### src/hdl/blm_pkg.sv
// shared types and constants for the battery level monitor
package blm_pkg;

    typedef logic [2:0] level_t;
    typedef logic [1:0] task_t;
    typedef logic [7:0] count_t;
    typedef logic [1:0] cfg_index_t;
    typedef logic [9:0] cfg_data_t;

    // configuration register indexes
    localparam cfg_index_t CFG_DEBOUNCE_LIMIT = 2'd0;
    localparam cfg_index_t CFG_VALID_FLOOR    = 2'd1;
    localparam cfg_index_t CFG_CUTOFF_LEVEL   = 2'd2;
    localparam cfg_index_t CFG_WARNING_LEVEL  = 2'd3;

    // register reset values
    localparam count_t    DEBOUNCE_RESET = 8'd100;
    localparam cfg_data_t FLOOR_RESET    = 10'd200;
    localparam cfg_data_t CUTOFF_RESET   = 10'd345;
    localparam cfg_data_t WARNING_RESET  = 10'd355;

    // task request codes
    localparam task_t TASK_NONE   = 2'd0;
    localparam task_t TASK_LOW    = 2'd1;
    localparam task_t TASK_NORMAL = 2'd2;

    // level band edges: band 0 runs from the valid floor up to LVL0_HI, each other band is (lo, hi]
    localparam int LVL0_HI = 350;
    localparam int LVL1_HI = 360;
    localparam int LVL2_LO = 365;
    localparam int LVL2_HI = 375;
    localparam int LVL3_LO = 380;
    localparam int LVL3_HI = 390;
    localparam int LVL4_LO = 395;
    localparam int LVL4_HI = 405;
    localparam int LVL5_LO = 410;
    localparam int LVL5_HI = 500;

    localparam count_t COUNT_MAX = 8'd255;
    localparam int     REG_BITS  = 10;

endpackage

### src/hdl/blm_in_if.sv
// sample channel: valid/ready with one ADC sample and the start-up flag
interface blm_in_if #(
    parameter int SAMPLE_BITS = 10
);
    logic                   valid;
    logic                   ready;
    logic [SAMPLE_BITS-1:0] sample;
    logic                   in_start_task;

    modport source (output valid, output sample, output in_start_task, input ready);
    modport sink   (input valid, input sample, input in_start_task, output ready);
endinterface

### src/hdl/blm_out_if.sv
// result channel: valid/ready with the monitor status of one sample
interface blm_out_if;
    logic                valid;
    logic                ready;
    blm_pkg::level_t     battery_level;
    logic                icon_valid;
    blm_pkg::level_t     icon_index;
    blm_pkg::task_t      task_request;
    logic                start_low_flag;
    logic                primary_low_flag;
    logic                low_voltage_flag;
    logic                cancel_call;

    modport source (
        output valid, output battery_level, output icon_valid, output icon_index,
        output task_request, output start_low_flag, output primary_low_flag,
        output low_voltage_flag, output cancel_call, input ready
    );
    modport sink (
        input valid, input battery_level, input icon_valid, input icon_index,
        input task_request, input start_low_flag, input primary_low_flag,
        input low_voltage_flag, input cancel_call, output ready
    );
endinterface

### src/hdl/blm_cfg_if.sv
// configuration write channel: register index and write data
interface blm_cfg_if;
    logic                  valid;
    logic                  ready;
    blm_pkg::cfg_index_t   index;
    blm_pkg::cfg_data_t    data;

    modport source (output valid, output index, output data, input ready);
    modport sink   (input valid, input index, input data, output ready);
endinterface

### src/hdl/battery_level_monitor.sv
// battery level monitor: debounced low/warning detection and level mapping
// path: a sample passes the input register and then the result register to reach its result beat
// throughput: one sample per cycle; the result register holds while the sink stalls
// and the input register keeps taking a sample whenever the result register can advance
// reset: counters, flags and level clear to zero, configuration registers load their defaults
// configuration port is always ready; writes take effect on the next cycle
module battery_level_monitor #(
    parameter int SAMPLE_BITS = 10
) (
    input  logic       clk,
    input  logic       rst_n,
    blm_in_if.sink     samples,
    blm_out_if.source  results,
    blm_cfg_if.sink    cfg
);

    localparam int CMP_W = (SAMPLE_BITS > blm_pkg::REG_BITS) ? SAMPLE_BITS
                                                             : blm_pkg::REG_BITS;

    // configuration registers
    blm_pkg::count_t    debounce_limit_reg;
    blm_pkg::cfg_data_t valid_floor_reg;
    blm_pkg::cfg_data_t cutoff_level_reg;
    blm_pkg::cfg_data_t warning_level_reg;

    // input stage
    logic                   s1_valid_reg;
    logic [SAMPLE_BITS-1:0] s1_sample_reg;
    logic                   s1_start_reg;

    // monitor state
    blm_pkg::level_t level_reg,         level_next;
    blm_pkg::count_t cutoff_count_reg,  cutoff_count_next;
    blm_pkg::count_t warning_count_reg, warning_count_next;
    blm_pkg::count_t startup_count_reg, startup_count_next;
    logic            low_voltage_reg,   low_voltage_next;
    logic            start_low_reg,     start_low_next;
    logic            primary_low_reg,   primary_low_next;

    // result register
    logic            out_valid_reg;
    logic            icon_valid_reg,    icon_valid_next;
    blm_pkg::level_t icon_index_reg,    icon_index_next;
    blm_pkg::task_t  task_reg,          task_next;
    logic            cancel_reg,        cancel_next;

    logic out_advance;
    logic s1_ready;
    logic s1_fire;

    logic [CMP_W-1:0] s_ext;
    logic [CMP_W-1:0] floor_ext;
    logic [CMP_W-1:0] cutoff_ext;
    logic [CMP_W-1:0] warning_ext;
    logic             in_floor;
    logic             band_hit;
    blm_pkg::level_t  band_level;
    blm_pkg::count_t  startup_inc;
    blm_pkg::count_t  cutoff_inc;
    blm_pkg::count_t  warning_inc;

    // handshake: result register advances when empty or taken
    assign out_advance   = !out_valid_reg || results.ready;
    assign s1_ready      = !s1_valid_reg || out_advance;
    assign s1_fire       = s1_valid_reg && out_advance;
    assign samples.ready = s1_ready;
    assign cfg.ready     = 1'b1;

    // configuration writes
    always_ff @(posedge clk or negedge rst_n)
    begin
        if (!rst_n)
        begin
            debounce_limit_reg <= blm_pkg::DEBOUNCE_RESET;
            valid_floor_reg    <= blm_pkg::FLOOR_RESET;
            cutoff_level_reg   <= blm_pkg::CUTOFF_RESET;
            warning_level_reg  <= blm_pkg::WARNING_RESET;
        end
        else if (cfg.valid)
        begin
            case (cfg.index)
                blm_pkg::CFG_DEBOUNCE_LIMIT: debounce_limit_reg <= cfg.data[7:0];
                blm_pkg::CFG_VALID_FLOOR:    valid_floor_reg    <= cfg.data;
                blm_pkg::CFG_CUTOFF_LEVEL:   cutoff_level_reg   <= cfg.data;
                blm_pkg::CFG_WARNING_LEVEL:  warning_level_reg  <= cfg.data;
                default: ;
            endcase
        end
    end

    // input register
    always_ff @(posedge clk or negedge rst_n)
    begin
        if (!rst_n)
        begin
            s1_valid_reg <= 1'b0;
        end
        else if (s1_ready)
        begin
            s1_valid_reg <= samples.valid;
        end
    end

    always_ff @(posedge clk)
    begin
        if (s1_ready && samples.valid)
        begin
            s1_sample_reg <= samples.sample;
            s1_start_reg  <= samples.in_start_task;
        end
    end

    // comparisons at a common width
    assign s_ext       = CMP_W'(s1_sample_reg);
    assign floor_ext   = CMP_W'(valid_floor_reg);
    assign cutoff_ext  = CMP_W'(cutoff_level_reg);
    assign warning_ext = CMP_W'(warning_level_reg);
    assign in_floor    = (s_ext >= floor_ext);

    // level band lookup
    always_comb
    begin
        band_hit   = 1'b1;
        band_level = 3'd0;
        if (in_floor && s_ext <= CMP_W'(blm_pkg::LVL0_HI))
            band_level = 3'd0;
        else if (s_ext > CMP_W'(blm_pkg::LVL0_HI) && s_ext <= CMP_W'(blm_pkg::LVL1_HI))
            band_level = 3'd1;
        else if (s_ext > CMP_W'(blm_pkg::LVL2_LO) && s_ext <= CMP_W'(blm_pkg::LVL2_HI))
            band_level = 3'd2;
        else if (s_ext > CMP_W'(blm_pkg::LVL3_LO) && s_ext <= CMP_W'(blm_pkg::LVL3_HI))
            band_level = 3'd3;
        else if (s_ext > CMP_W'(blm_pkg::LVL4_LO) && s_ext <= CMP_W'(blm_pkg::LVL4_HI))
            band_level = 3'd4;
        else if (s_ext > CMP_W'(blm_pkg::LVL5_LO) && s_ext <= CMP_W'(blm_pkg::LVL5_HI))
            band_level = 3'd5;
        else
            band_hit = 1'b0;
    end

    // saturating increments
    assign startup_inc = (startup_count_reg == blm_pkg::COUNT_MAX) ? blm_pkg::COUNT_MAX
                                                                   : startup_count_reg + 8'd1;
    assign cutoff_inc  = (cutoff_count_reg == blm_pkg::COUNT_MAX) ? blm_pkg::COUNT_MAX
                                                                  : cutoff_count_reg + 8'd1;
    assign warning_inc = (warning_count_reg == blm_pkg::COUNT_MAX) ? blm_pkg::COUNT_MAX
                                                                   : warning_count_reg + 8'd1;

    // per-sample decision
    always_comb
    begin
        level_next         = level_reg;
        cutoff_count_next  = cutoff_count_reg;
        warning_count_next = warning_count_reg;
        startup_count_next = startup_count_reg;
        low_voltage_next   = low_voltage_reg;
        start_low_next     = start_low_reg;
        primary_low_next   = primary_low_reg;
        icon_valid_next    = 1'b0;
        icon_index_next    = 3'd0;
        task_next          = blm_pkg::TASK_NONE;
        cancel_next        = 1'b0;

        if (s1_start_reg)
        begin
            // start-up: debounce the low band, map the level
            if (in_floor && s_ext <= warning_ext)
            begin
                startup_count_next = startup_inc;
                if (startup_inc > debounce_limit_reg)
                    start_low_next = 1'b1;
            end
            else
            begin
                startup_count_next = 8'd0;
            end
            if (band_hit)
            begin
                level_next      = band_level;
                icon_valid_next = 1'b1;
                icon_index_next = band_level;
            end
        end
        else if (in_floor && s_ext <= cutoff_ext)
        begin
            // cutoff band
            cutoff_count_next = cutoff_inc;
            if (cutoff_inc >= debounce_limit_reg)
            begin
                icon_valid_next   = 1'b1;
                task_next         = blm_pkg::TASK_LOW;
                low_voltage_next  = 1'b1;
                cutoff_count_next = 8'd0;
            end
        end
        else if (s_ext > cutoff_ext && s_ext < warning_ext)
        begin
            // warning band
            warning_count_next = warning_inc;
            if (warning_inc >= debounce_limit_reg)
            begin
                icon_valid_next    = 1'b1;
                task_next          = blm_pkg::TASK_NORMAL;
                primary_low_next   = 1'b1;
                warning_count_next = 8'd0;
            end
        end
        else
        begin
            // normal operation, cancel pulse after recovery
            task_next = blm_pkg::TASK_NORMAL;
            if (band_hit)
            begin
                level_next      = band_level;
                icon_valid_next = 1'b1;
                icon_index_next = band_level;
            end
            if (low_voltage_reg)
            begin
                cancel_next      = 1'b1;
                low_voltage_next = 1'b0;
            end
        end
    end

    // state update per processed sample
    always_ff @(posedge clk or negedge rst_n)
    begin
        if (!rst_n)
        begin
            level_reg         <= 3'd0;
            cutoff_count_reg  <= 8'd0;
            warning_count_reg <= 8'd0;
            startup_count_reg <= 8'd0;
            low_voltage_reg   <= 1'b0;
            start_low_reg     <= 1'b0;
            primary_low_reg   <= 1'b0;
        end
        else if (s1_fire)
        begin
            level_reg         <= level_next;
            cutoff_count_reg  <= cutoff_count_next;
            warning_count_reg <= warning_count_next;
            startup_count_reg <= startup_count_next;
            low_voltage_reg   <= low_voltage_next;
            start_low_reg     <= start_low_next;
            primary_low_reg   <= primary_low_next;
        end
    end

    // result register valid
    always_ff @(posedge clk or negedge rst_n)
    begin
        if (!rst_n)
        begin
            out_valid_reg <= 1'b0;
        end
        else if (out_advance)
        begin
            out_valid_reg <= s1_valid_reg;
        end
    end

    // result register payload
    always_ff @(posedge clk)
    begin
        if (s1_fire)
        begin
            icon_valid_reg <= icon_valid_next;
            icon_index_reg <= icon_index_next;
            task_reg       <= task_next;
            cancel_reg     <= cancel_next;
        end
    end

    // flags and level follow the state registers, which only move with the result beat
    assign results.valid            = out_valid_reg;
    assign results.battery_level    = level_reg;
    assign results.icon_valid       = icon_valid_reg;
    assign results.icon_index       = icon_index_reg;
    assign results.task_request     = task_reg;
    assign results.start_low_flag   = start_low_reg;
    assign results.primary_low_flag = primary_low_reg;
    assign results.low_voltage_flag = low_voltage_reg;
    assign results.cancel_call      = cancel_reg;

endmodule
### src/flat_wrapper.sv
// flat-port wrapper written by rule: the top's interface ports become plain ports
module battery_level_monitor_flat 
#(
    parameter int SAMPLE_BITS = 10
)
  (clk, rst_n, samples_valid, samples_sample, samples_in_start_task, samples_ready, results_valid, results_battery_level, results_icon_valid, results_icon_index, results_task_request, results_start_low_flag, results_primary_low_flag, results_low_voltage_flag, results_cancel_call, results_ready, cfg_valid, cfg_index, cfg_data, cfg_ready);
  blm_in_if #(.SAMPLE_BITS(SAMPLE_BITS)) samples_i ();
  blm_out_if results_i ();
  blm_cfg_if cfg_i ();
  input  logic clk;
  input  logic rst_n;
  input wire logic [$bits(samples_i.valid)-1:0] samples_valid;
  input wire logic [$bits(samples_i.sample)-1:0] samples_sample;
  input wire logic [$bits(samples_i.in_start_task)-1:0] samples_in_start_task;
  output wire logic [$bits(samples_i.ready)-1:0] samples_ready;
  output wire logic [$bits(results_i.valid)-1:0] results_valid;
  output wire logic [$bits(results_i.battery_level)-1:0] results_battery_level;
  output wire logic [$bits(results_i.icon_valid)-1:0] results_icon_valid;
  output wire logic [$bits(results_i.icon_index)-1:0] results_icon_index;
  output wire logic [$bits(results_i.task_request)-1:0] results_task_request;
  output wire logic [$bits(results_i.start_low_flag)-1:0] results_start_low_flag;
  output wire logic [$bits(results_i.primary_low_flag)-1:0] results_primary_low_flag;
  output wire logic [$bits(results_i.low_voltage_flag)-1:0] results_low_voltage_flag;
  output wire logic [$bits(results_i.cancel_call)-1:0] results_cancel_call;
  input wire logic [$bits(results_i.ready)-1:0] results_ready;
  input wire logic [$bits(cfg_i.valid)-1:0] cfg_valid;
  input wire logic [$bits(cfg_i.index)-1:0] cfg_index;
  input wire logic [$bits(cfg_i.data)-1:0] cfg_data;
  output wire logic [$bits(cfg_i.ready)-1:0] cfg_ready;
  assign samples_i.valid = samples_valid;
  assign samples_i.sample = samples_sample;
  assign samples_i.in_start_task = samples_in_start_task;
  assign samples_ready = samples_i.ready;
  assign results_valid = results_i.valid;
  assign results_battery_level = results_i.battery_level;
  assign results_icon_valid = results_i.icon_valid;
  assign results_icon_index = results_i.icon_index;
  assign results_task_request = results_i.task_request;
  assign results_start_low_flag = results_i.start_low_flag;
  assign results_primary_low_flag = results_i.primary_low_flag;
  assign results_low_voltage_flag = results_i.low_voltage_flag;
  assign results_cancel_call = results_i.cancel_call;
  assign results_i.ready = results_ready;
  assign cfg_i.valid = cfg_valid;
  assign cfg_i.index = cfg_index;
  assign cfg_i.data = cfg_data;
  assign cfg_ready = cfg_i.ready;
  battery_level_monitor #(.SAMPLE_BITS(SAMPLE_BITS)) u_core (.clk(clk), .rst_n(rst_n), .samples(samples_i), .results(results_i), .cfg(cfg_i));
endmodule
### config.mk
export PLATFORM = sky130hd
export DESIGN_NAME = battery_level_monitor_flat
export DESIGN_NICKNAME = d
export VERILOG_FILES = /design/src/hdl/blm_pkg.sv /design/src/hdl/blm_in_if.sv /design/src/hdl/blm_out_if.sv /design/src/hdl/blm_cfg_if.sv /design/src/hdl/battery_level_monitor.sv /design/src/flat_wrapper.sv
export SDC_FILE = /design/constraint.sdc
export NUM_CORES = 1
export LEC_CHECK = 0
export BUFFER_PORTS_ARGS = -buffer_cell sky130_fd_sc_hd__buf_2
export CELL_PAD_IN_SITES_DETAIL_PLACEMENT = 1
export CELL_PAD_IN_SITES_GLOBAL_PLACEMENT = 2
export CORE_ASPECT_RATIO = 0.75
export CORE_UTILIZATION = 43
export DETAILED_ROUTE_END_ITERATION = 12
export HOLD_SLACK_MARGIN = 0.15
export PLACE_DENSITY = 0.93
export SLEW_MARGIN = 30
export SYNTH_ARGS = -nofsm -noshare
export SYNTH_HDL_FRONTEND = slang
export SYNTH_SLANG_ARGS = --single-unit
### constraint.sdc
create_clock -name clk -period 8.1 [get_ports clk]
set_input_delay 0.81 -clock clk [delete_from_list [all_inputs] [get_ports clk]]
set_output_delay 0.81 -clock clk [all_outputs]
set_load 0.005 [all_outputs]
==> results of run 1 <==
[worst max-delay path, delay by kind of cell (launching register included)]
family / cells / cell delay, ns
buf+inv: 1 / 0.06
fa+ha+maj: 2 / 0.52
simple gates: 7 / 1.53
flops: 1 / 0.39
compound gates: 4 / 0.83
[synth_stat cells (all sizes together) (9+ instances only)]
master	count	share of area, %
o21ai	19	1.7
nand2b	15	1.7
inv	45	3.1
nor3	11	1.2
nor2	28	2.0
nand3	23	2.3
nand2	50	3.6
dfrtp	54	25
dfstp	16	7.7
mux2	35	7.2
and3	9	1.1
a22o	16	2.6
ha	57	13
a21oi	20	1.9
edfxtp	18	9.9
[metrics by stage]
stage	utilization (%)	instances	hold slack [ns]	power, mW
after floorplan	-	528	0.457	0.877
after global placement	47.4	728	0.458	0.988
after detailed placement	47.4	728	0.465	1.02
after CTS	49.8	744	0.488	1.46
after global routing	49.9	744	0.508	1.53
final	49.9	744	0.479	1.44
[where the power goes]
| group | internal [mW] | switching, mW |
|---|---|---|
| clock network | 0.234 | 0.195 |
| logic | 0.181 | 0.234 |
| registers | 0.534 | 0.0657 |
[kinds of logic (layout without fill, tap and decap cells)]
kind of cell / count (synthesis) / in the layout / share of synthesized area, %
compound gates: 110 / 110 / 15.0
xor+xnor: 9 / 9 / 1.45
fa+ha+maj: 57 / 57 / 13.1
buf+inv: 56 / 106 / 4.12
mux: 36 / 36 / 7.43
other cells: 1 / 1 / 0.0689
simple gates: 171 / 171 / 16.4
flops: 88 / 88 / 42.5
[cell type report]
type,instances,share of cell area (%)
Clock inverter,6,0.917
Inverter,45,2.75
Timing Repair Buffer,45,3.85
Clock buffer,10,4.08
Tap cell,166,3.38
Multi-Input combinational cell,384,47.3
Sequential cell,88,37.7
[layout by cell type, fill, tap and decap left out, types with 8 or more instances in the layout]
master / instances
dfrtp_1: 54
nand2_1: 49
dfstp_2: 16
a21oi_1: 19
o21ai_0: 18
buf_2: 42
nor3_1: 9
mux2_2: 35
nor2_1: 27
and3_1: 8
clkbuf_16: 10
nand2b_1: 15
nand3_1: 22
ha_1: 57
edfxtp_1: 18
inv_1: 45
a22o_1: 16
[metal layers]
layer,track usage (%),vias up,routed length [um]
met4,5.10,0,169
met2,37.0,55,6550
li1,-,2039,-
met5,0,-,0
met1,30.5,2118,6860
met3,4.79,13,309
[worst paths after layout]
| check | slack, ns | end | cells past startpoint | from |
|---|---|---|---|---|
| min | 0.48 | u_core.results.start_low_flag | 1 | u_core.results.start_low_flag |
| min reg2reg | 0.48 | u_core.results.start_low_flag | 1 | u_core.results.start_low_flag |
| max | 4.69 | u_core.warning_count_reg[0] | 14 | u_core.warning_count_reg[0] |
| max reg2reg | 4.69 | u_core.warning_count_reg[0] | 14 | u_core.warning_count_reg[0] |
| max in group asynchronous | 7.06 | u_core.cutoff_count_reg[1] | 2 | rst_n |
| min in group asynchronous | 0.56 | u_core.results.battery_level[1] | 2 | rst_n |
==> flow_summary.ini, run 1 <==
[status]
status = completed

[setup_path]
setup.worst_path.end_class = flop
worst_path_required_time_ns = 8.37
crit_slowest_cell = nor2b_1
worstPathMaxFanout = 8
cp_slowest_stage_delay_ns = 0.58
path_cells = ha_1 -> nand2_1 -> nor2_1 -> nand3_1 -> nand2_1 -> inv_1 -> ha_1 -> nand2b_1 -> a211oi_1 -> o21ai_0 -> nand2_1 -> o2bb2ai_1 -> nor2b_1 -> a22o_1
kind_of_critical_path = reg -> reg
arrival_ns = 3.69
critical-path-top-cell-by-count = nand2_1
timing.critical_path.from_type = flop

[grt]
grt_start_max_net_pins = 71
antenna_found_initial = 0
grt_remaining_overflow = 0
first_global_vias = 4488
groute.usage.overall_pct = 22.5
grt_first_pass_wirelength_um = 23000

[placement]
numPortBuffers = 42
detailedPlace.worstSlack_ns = 4.66
place.gp.congestion = 0.825
hpwlAfterDp_um = 10500
placed_area_mm2 = 0.00583

[drt]
firstDrtPassIters = 4
vias = 4225
routed_wire_length_per_instance_um = 18.7
routed_via_density = 5.68
drc = 0
wl_um = 13900
drtIter0Drc = 172
final_antenna_net_count = 0

[synth]
number_of_flops_mapped_to_enable_cells_by_yosys = 18
syn_avg_cell_area_um2 = 10.3
warnings_from_yosys = 0
synth_async_sr_flop_share_pct = 79.5
yosysSeqAreaShare_pct = 42.5
synth.cell_area_mm2 = 0.00544
syn_nets = 613
synth_seq_cells = 88
synth.distinct_cells = 69
synthFlopType = dfrtp_1
syn-instance-count = 528

[floorplanning]
floorplan.rows = 35
die_x_um = 132
placeableCoreArea_mm2 = 0.0123
initial_core_util_pct = 44.2
die_height_um = 99.4
design.portCount = 44
dieArea_mm2 = 0.0131

[sta]
max_slew.worst_pin.slew_ns = 0.709
final_hold_viol_count = 0
fin_crit_ns = 3.41
finalWorstSetupSlack_ns = 4.69
setup_tns_ns = 0
max_frequency_ghz = 0.293
rsz0062_at_grt = false
timing.slew.headroom_pct = 51.5
finClkSkew_ns = 0.0103
finalCritPeriodShare_pct = 42.1
setup_viol = 0
final-max-slew-violation-count = 0

[final_layout]
sequential_cell_area_mm2 = 0.00231
post_route_cells_drive_above_1_share_pct = 21.6
final.fill_count = 1401
post-route-cell-area_mm2 = 0.00614
multiInputGateArea_mm2 = 0.00291
synthToLayoutAreaGrowth_pct = 12.8
diodes = 0
layout.nets = 658

[min_path]
hold_path_class = reg -> reg

[power_and_ir_drop]
irDropWorstVdd_v = 0.000116
static-leakage-power_nw = 2.83
cellPowerDensity_mw_per_mm2 = 235

[clock_tree]
cts.root.buffer_cell = clkbuf_16
clk_pin_slew_worst_paths_ns = 0.07
cts_resized = 0
cts_made_buffers = 9
clock_latency_ns = 0.35
cts_post_setup_buffers_inserted = 0
cts.hold.buffers_added = 0
cts_htree_levels = 3
cts-root-to-sink-buffers = 2
cts_tree = done
clock-sinks = 88

[job]
cap_viol_max_count = 0
No activity file was read; power rests on OpenSTA's default activity.
==> inputs of run 2 (changes only) <==
--- a/config.mk
+++ b/config.mk
@@ -9,10 +9,10 @@
 export CELL_PAD_IN_SITES_DETAIL_PLACEMENT = 1
 export CELL_PAD_IN_SITES_GLOBAL_PLACEMENT = 2
 export CORE_ASPECT_RATIO = 0.75
-export CORE_UTILIZATION = 43
+export CORE_UTILIZATION = 40
 export DETAILED_ROUTE_END_ITERATION = 12
 export HOLD_SLACK_MARGIN = 0.15
-export PLACE_DENSITY = 0.93
+export PLACE_DENSITY = 0.88
 export SLEW_MARGIN = 30
 export SYNTH_ARGS = -nofsm -noshare
 export SYNTH_HDL_FRONTEND = slang
==> constraint.sdc (replaced) <==
create_clock -name clk -period 3.25 [get_ports clk]
set_input_delay 0.325 -clock clk [delete_from_list [all_inputs] [get_ports clk]]
set_output_delay 0.325 -clock clk [all_outputs]
set_load 0.005 [all_outputs]
==> run 2 against run 1 <==
Against the previous run:
- die area grew 7.4%
- routed wire length grew 7.6%
- first-iteration DRC count grew 10%
- power grew to 2.5 times the previous value
- sequential share of layout area shrank 1.3 points
- cell count grew 3.9%
- worst hold slack lost 0.32 ns
- clock-buffer cell count shrank 1
- worst setup slack lost 4.4 ns
- core utilization shrank 1.3 points
- highest routed layer unchanged
==> flow_summary.ini, run 2 (synthesized netlist as in run 1, its figures left out) <==
[final_layout]
final.fill_count = 1488
sequential_cell_area_mm2 = 0.00231
diodes = 0
post_route_cells_drive_above_1_share_pct = 24.8
finalNonFillerCells = 773
final_common_cell = ha_1
layout.cells.most_common_list = ha_1 (56), dfrtp_1 (52), nand2_1 (49)
utilization_pct = 48.6
multiInputGateArea_mm2 = 0.00294
layout.nets = 682
synthToLayoutAreaGrowth_pct = 17.0

[drt]
vias = 4362
firstDrtPassIters = 4
wl_um = 14900
routed_wire_length_per_instance_um = 19.3
final_antenna_net_count = 0
drc = 0
routed_via_density = 5.64
drtIter0Drc = 190

[sta]
fin_crit_ns = 2.99
max_slew.worst_pin.slew_ns = 0.755
finalCritPeriodShare_pct = 92.1
timing.slew.headroom_pct = 49.6
rsz0062_at_grt = false
max_frequency_ghz = 0.334
final-max-slew-violation-count = 0
final_hold_viol_count = 0
finClkSkew_ns = 0.0111
setup_viol = 0

[clock_tree]
cts-root-to-sink-buffers = 2
clock-sinks = 88
cts_htree_levels = 3
cts_made_buffers = 9
clk_pin_slew_worst_paths_ns = 0.07
cts_tree = done
cts.root.buffer_cell = clkbuf_16
clock_latency_ns = 0.35

[grt]
met2_usage_pct = 36.8
grt_remaining_overflow = 0
antenna_found_initial = 0
first_global_vias = 4596
groute.usage.overall_pct = 22.6
gr-usage-met3_pct = 3.54
grt_first_pass_wirelength_um = 24000
grt_start_max_net_pins = 35
use_met1_pct = 30.8
grt-busiest-layer = met2

[setup_path]
arrival_ns = 3.07
worstPathMaxFanout = 8
worst_path_required_time_ns = 3.33
kind_of_critical_path = reg -> reg
setup.worst_path.end_class = flop
reg2reg_setup_slack_ns = 0.26
timing.critical_path.from_type = flop

[placement]
hpwlAfterDp_um = 11200
post-place-cells = 747
place.gp.congestion = 0.852
numPortBuffers = 42

[floorplanning]
die_x_um = 137
placeableCoreArea_mm2 = 0.0131
dieArea_mm2 = 0.0141
die_height_um = 103
initial_core_util_pct = 41.5
floorplan.rows = 36
design.portCount = 44

[status]
status = completed

[min_path]
hold_path_class = in -> reg

[job]
cap_viol_max_count = 0

[power_and_ir_drop]
static-leakage-power_nw = 2.94
irDropWorstVdd_v = 0.000265
cellPowerDensity_mw_per_mm2 = 577
==> run 2: per-stage QoR <==
stage / TNS (ns) / area, um^2 / worst slack (ns) / hold slack [ns] / total power [mW]
after floorplan: 0 / 5440 / 0.316 / 0.0294 / 2.18
after global placement: 0 / 5940 / 0.188 / 0.430 / 2.50
after detailed placement: -0.0167 / 5940 / -0.0167 / 0.441 / 2.59
after CTS: 0 / 6320 / 0.00348 / 0.152 / 3.69
after global routing: 0 / 6370 / 0.00722 / 0.156 / 3.90
final: 0 / 6370 / 0.257 / 0.161 / 3.67
==> run 2: what timing repair did <==
action | in CTS | in global routing
gates resized for setup | 2 | 9
buffers inserted | 0 | 2
pin swaps | 0 | 1
setup endpoints to repair | 2 | 18
hold endpoints to repair | 24 | 0
hold buffers | 8 | 0
==> run 2: metal layers <==
layer  up-vias  wire length [um]
met5         -                 0
met4         0               238
met3        21               348
met1      2207              7380
li1       2070                 -
met2        64              6970
==> run 2: final cells by class <==
cell class / count / share of cell area [%]
repair buffers: 69 / 6.80
well taps: 171 / 3.36
flip-flops and latches: 88 / 36.4
multi-input cells: 384 / 46.2
inverters: 45 / 2.65
clock buffers: 9 / 3.54
clock inverters: 7 / 1.12
==> run 2: path summary, 6_finish.rpt <==
check,start,to,cells after the start
min reg2reg,u_core.results.start_low_flag,u_core.results.start_low_flag,1
min,samples_sample[7],u_core.s1_sample_reg[7],1
max reg2reg,u_core.cutoff_count_reg[3],u_core.results.icon_valid,12
max in group asynchronous,rst_n,u_core.warning_ext[1],3
max,u_core.cutoff_count_reg[3],u_core.results.icon_valid,12
min in group asynchronous,rst_n,u_core.floor_ext[9],2
==> run 2: report_power, final <==
| group | internal [mW] | switching [mW] | leakage (nW) |
|---|---|---|---|
| sequential | 1.33 | 0.146 | 1.03 |
| combinational | 0.507 | 0.630 | 1.76 |
| clock | 0.596 | 0.459 | 0.141 |
==> run 2: worst max-delay path, cell delays in order, from the launching register on <==
cell       delay, ns
dfrtp_2         0.41
and3_2          0.25
and3_4          0.22
nand3_1         0.13
and2_1          0.21
ha_1            0.28
nand2b_1        0.15
a211oi_2        0.21
o31ai_1         0.11
a211oi_2        0.27
o21bai_2        0.17
a2bb2oi_1       0.20
o22ai_1         0.11
==> inputs of run 3 (changes only) <==
--- a/config.mk
+++ b/config.mk
@@ -5,14 +5,15 @@
 export SDC_FILE = /design/constraint.sdc
 export NUM_CORES = 1
 export LEC_CHECK = 0
+export ABC_AREA = 1
 export BUFFER_PORTS_ARGS = -buffer_cell sky130_fd_sc_hd__buf_2
 export CELL_PAD_IN_SITES_DETAIL_PLACEMENT = 1
 export CELL_PAD_IN_SITES_GLOBAL_PLACEMENT = 2
 export CORE_ASPECT_RATIO = 0.75
-export CORE_UTILIZATION = 40
+export CORE_UTILIZATION = 33
 export DETAILED_ROUTE_END_ITERATION = 12
 export HOLD_SLACK_MARGIN = 0.15
-export PLACE_DENSITY = 0.88
+export PLACE_DENSITY = 0.84
 export SLEW_MARGIN = 30
 export SYNTH_ARGS = -nofsm -noshare
 export SYNTH_HDL_FRONTEND = slang
==> constraint.sdc (replaced) <==
create_clock -name clk -period 2.4 [get_ports clk]
set_input_delay 0.24 -clock clk [delete_from_list [all_inputs] [get_ports clk]]
set_output_delay 0.24 -clock clk [all_outputs]
set_load 0.005 [all_outputs]
==> run 3 against run 2 <==
Against the previous run:
- the run now ends with DRC, setup timing left
- first-iteration DRC count rose by 46%
- core utilization is 2.2 points lower
- worst hold slack better by 0.011 ns
- largest power group is now combinational logic
- highest routed layer unchanged
- flip-flop and latch count unchanged
- global-route usage fell by 2.6 points
==> flow_summary.ini, run 3 <==
[grt]
grt_first_pass_wirelength_um = 27300
first_global_vias = 5524
antenna_found_initial = 0
groute.usage.overall_pct = 19.9
grt_start_max_net_pins = 27
grt_remaining_overflow = 0

[setup_path]
worstPathMaxFanout = 3
critical_path_buf_inv_count = 3
crit_slowest_cell = dfrtp_1
path_cells = ha_2 -> nand2_2 -> nor2_2 -> inv_2 -> nor2_4 -> nand2_2 -> nor3_4 -> buf_6 -> or2_4 -> ha_4 -> a21oi_2 -> o21ai_1 -> nand2_1 -> nand3_2 -> inv_2 -> nor2_4 -> a21oi_2 -> nand2_1
cp_slowest_stage_delay_ns = 0.36
kind_of_critical_path = reg -> reg
timing.critical_path.from_type = flop
arrival_ns = 2.99
r2r-end = u_core.results.icon_valid
reg2reg_setup_slack_ns = -0.48
crit_path_max_delay_family = simple AND/OR/NAND/NOR gates
regToRegStartpoint = u_core.cutoff_count_reg[1]
critical_path_source = u_core.cutoff_count_reg[1]
worst_path_required_time_ns = 2.51
setup.worst_path.end_class = flop
rr_worst_depth = 18

[final_layout]
layout.nets = 923
final_common_cell = nand2_1
layout.cells.most_common_list = nand2_1 (166), inv_1 (103), buf_4 (58)
finalNonFillerCells = 1053
synthToLayoutAreaGrowth_pct = 34.9
diodes = 0
final.fill_count = 1958
post_route_cells_drive_above_1_share_pct = 32.3

[synth]
synth_async_sr_flop_share_pct = 79.5
syn_avg_cell_area_um2 = 7.85
synth.area.top_cells = dfrtp_1 (24%), ha_1 (13%), nand2_1 (12%), edfxtp_1 (9.6%), dfstp_2 (7.5%)
synth.distinct_cells = 38
syn-instance-count = 717
syn_nets = 802
synth_largest_area_cell = dfrtp_1
synth_seq_cells = 88
synthFlopType = dfrtp_1
number_of_flops_mapped_to_enable_cells_by_yosys = 18
synth.cell_area_mm2 = 0.00563
warnings_from_yosys = 0
yosysSeqAreaShare_pct = 41.1
yosys.area.top_type_share_pct = 24.0
post-synth-top-count-cell = nand2_1
synthTopCellsByCount = nand2_1 (181), inv_1 (108), o21ai_0 (63)

[sta]
finalCritPeriodShare_pct = 120
timing.slew.headroom_pct = 47.3
final_hold_viol_count = 0
rsz0062_at_grt = true
final-max-slew-violation-count = 0
setup_tns_ns = -4.45
finClkSkew_ns = 0.00924
max_slew.worst_pin.slew_ns = 0.787
setup_viol = 20
finalWorstSetupSlack_ns = -0.479
fin_crit_ns = 2.88
timing.hold.ws_ns = 0.173
max_frequency_ghz = 0.347

[placement]
numPortBuffers = 42
place.gp.congestion = 0.880
hpwlAfterDp_um = 12300
post-place-cells = 997
detailedPlace.worstSlack_ns = -0.278

[min_path]
timing.hold.worst.start = results_ready
timing.hold.worst_path_depth = 4
hold_path_class = in -> reg
whs_endpoint = u_core.results.valid

[floorplanning]
die_height_um = 115
design.portCount = 44
floorplan.rows = 40
placeableCoreArea_mm2 = 0.0164
die_x_um = 153
initial_core_util_pct = 34.4
dieArea_mm2 = 0.0176

[clock_tree]
clock-sinks = 88
cts_made_buffers = 9
clock_latency_ns = 0.36
cts_htree_levels = 3
clk_pin_slew_worst_paths_ns = 0.07
cts-root-to-sink-buffers = 2
cts.root.buffer_cell = clkbuf_16
cts_tree = done

[drt]
vias = 5237
final_antenna_net_count = 0
wl_um = 18300
firstDrtPassIters = 9
drc = 4
routed_via_density = 4.97
routed_wire_length_per_instance_um = 17.3
drtIter0Drc = 278

[power_and_ir_drop]
p_clk_share_pct = 23.1
net-switching-power_mw = 2.56
design_power_total_mw = 6.60
comb_power_share_pct = 44.8
irDropWorstVdd_v = 0.000361
internal-power_mw = 4.04
power.share.sequential_pct = 32.1
swShare_pct = 38.7
static-leakage-power_nw = 3.76
cellPowerDensity_mw_per_mm2 = 869

[job]
cap_viol_max_count = 0

[status]
status = finished, violations left
violations = DRC, setup timing
==> run 3: final cells by class <==
cell class	count	area, um^2	share of cell area (%)
multi-input combinational	505	3420	45.0
tap	210	263	3.46
clock inverter	5	63.8	0.840
sequential	88	2310	30.5
inverter	114	430	5.67
timing repair buffer	120	855	11.3
clock buffer	11	254	3.34
==> run 3: timing repair <==
| action | 4_1_cts | 5_1_grt |
|---|---|---|
| setup buffers | 16 | 11 |
| setup endpoints to repair | 22 | 28 |
| resized for setup | 51 | 91 |
| pin swaps | 31 | 51 |
| hold buffers | 13 | 0 |
| hold endpoints to repair | 30 | 0 |
==> run 3: cell families after synthesis <==
group           synth area share, %
buf+inv                        8.40
simple gates                   26.2
xor+xnor                      0.467
compound gates                 11.2
other cells                  0.0666
flops                          41.1
fa+ha+maj                      12.7
==> run 3: routing by layer <==
layer / up-vias / global-route usage, % / wire length [um]
met2: 100 / 34.6 / 8870
met1: 2546 / 25.4 / 8380
met5: - / 0 / 0
li1: 2562 / - / -
met3: 29 / 3.88 / 697
met4: 0 / 5.66 / 315
==> run 3: worst reg2reg max path: cells and delay by family (launching register included) <==
kind / cells / cell delay [ns]
flops: 1 / 0.36
buf+inv: 3 / 0.35
compound gates: 3 / 0.37
simple gates: 10 / 1.13
fa+ha+maj: 2 / 0.40
==> run 3: metrics by stage <==
step                      instance area [um^2]  util, %
after global routing                      7600     46.4
after detailed placement                  6370     38.9
after global placement                    6370     38.9
final                                     7600     46.4
after floorplan                           5650        -
after CTS                                 7090     43.3
==> run 3: power groups by stage <==
stage / Sequential [mW] / Clock (mW) / Combinational, mW
6_report: 2.12 / 1.52 / 2.96
5_1_grt: 2.15 / 1.60 / 3.26
4_1_cts: 2.09 / 1.54 / 2.41
3_5_place_dp: 2.11 / 0 / 2.13
3_3_place_gp: 2.09 / 0 / 2.00
2_1_floorplan: 2.07 / 0 / 1.32
==> run 3: worst max-delay path by stage <==
stage	endpoint	slack, ns	cells past startpoint
after global placement	u_core.results.icon_valid	-0.18	17
after global routing	u_core.results.icon_valid	-0.54	18
after detailed placement	u_core.results.icon_valid	-0.28	17
after CTS	u_core.results.icon_valid	-0.18	19
final	u_core.results.icon_valid	-0.48	18
after floorplan	u_core.results.icon_valid	0.01	17
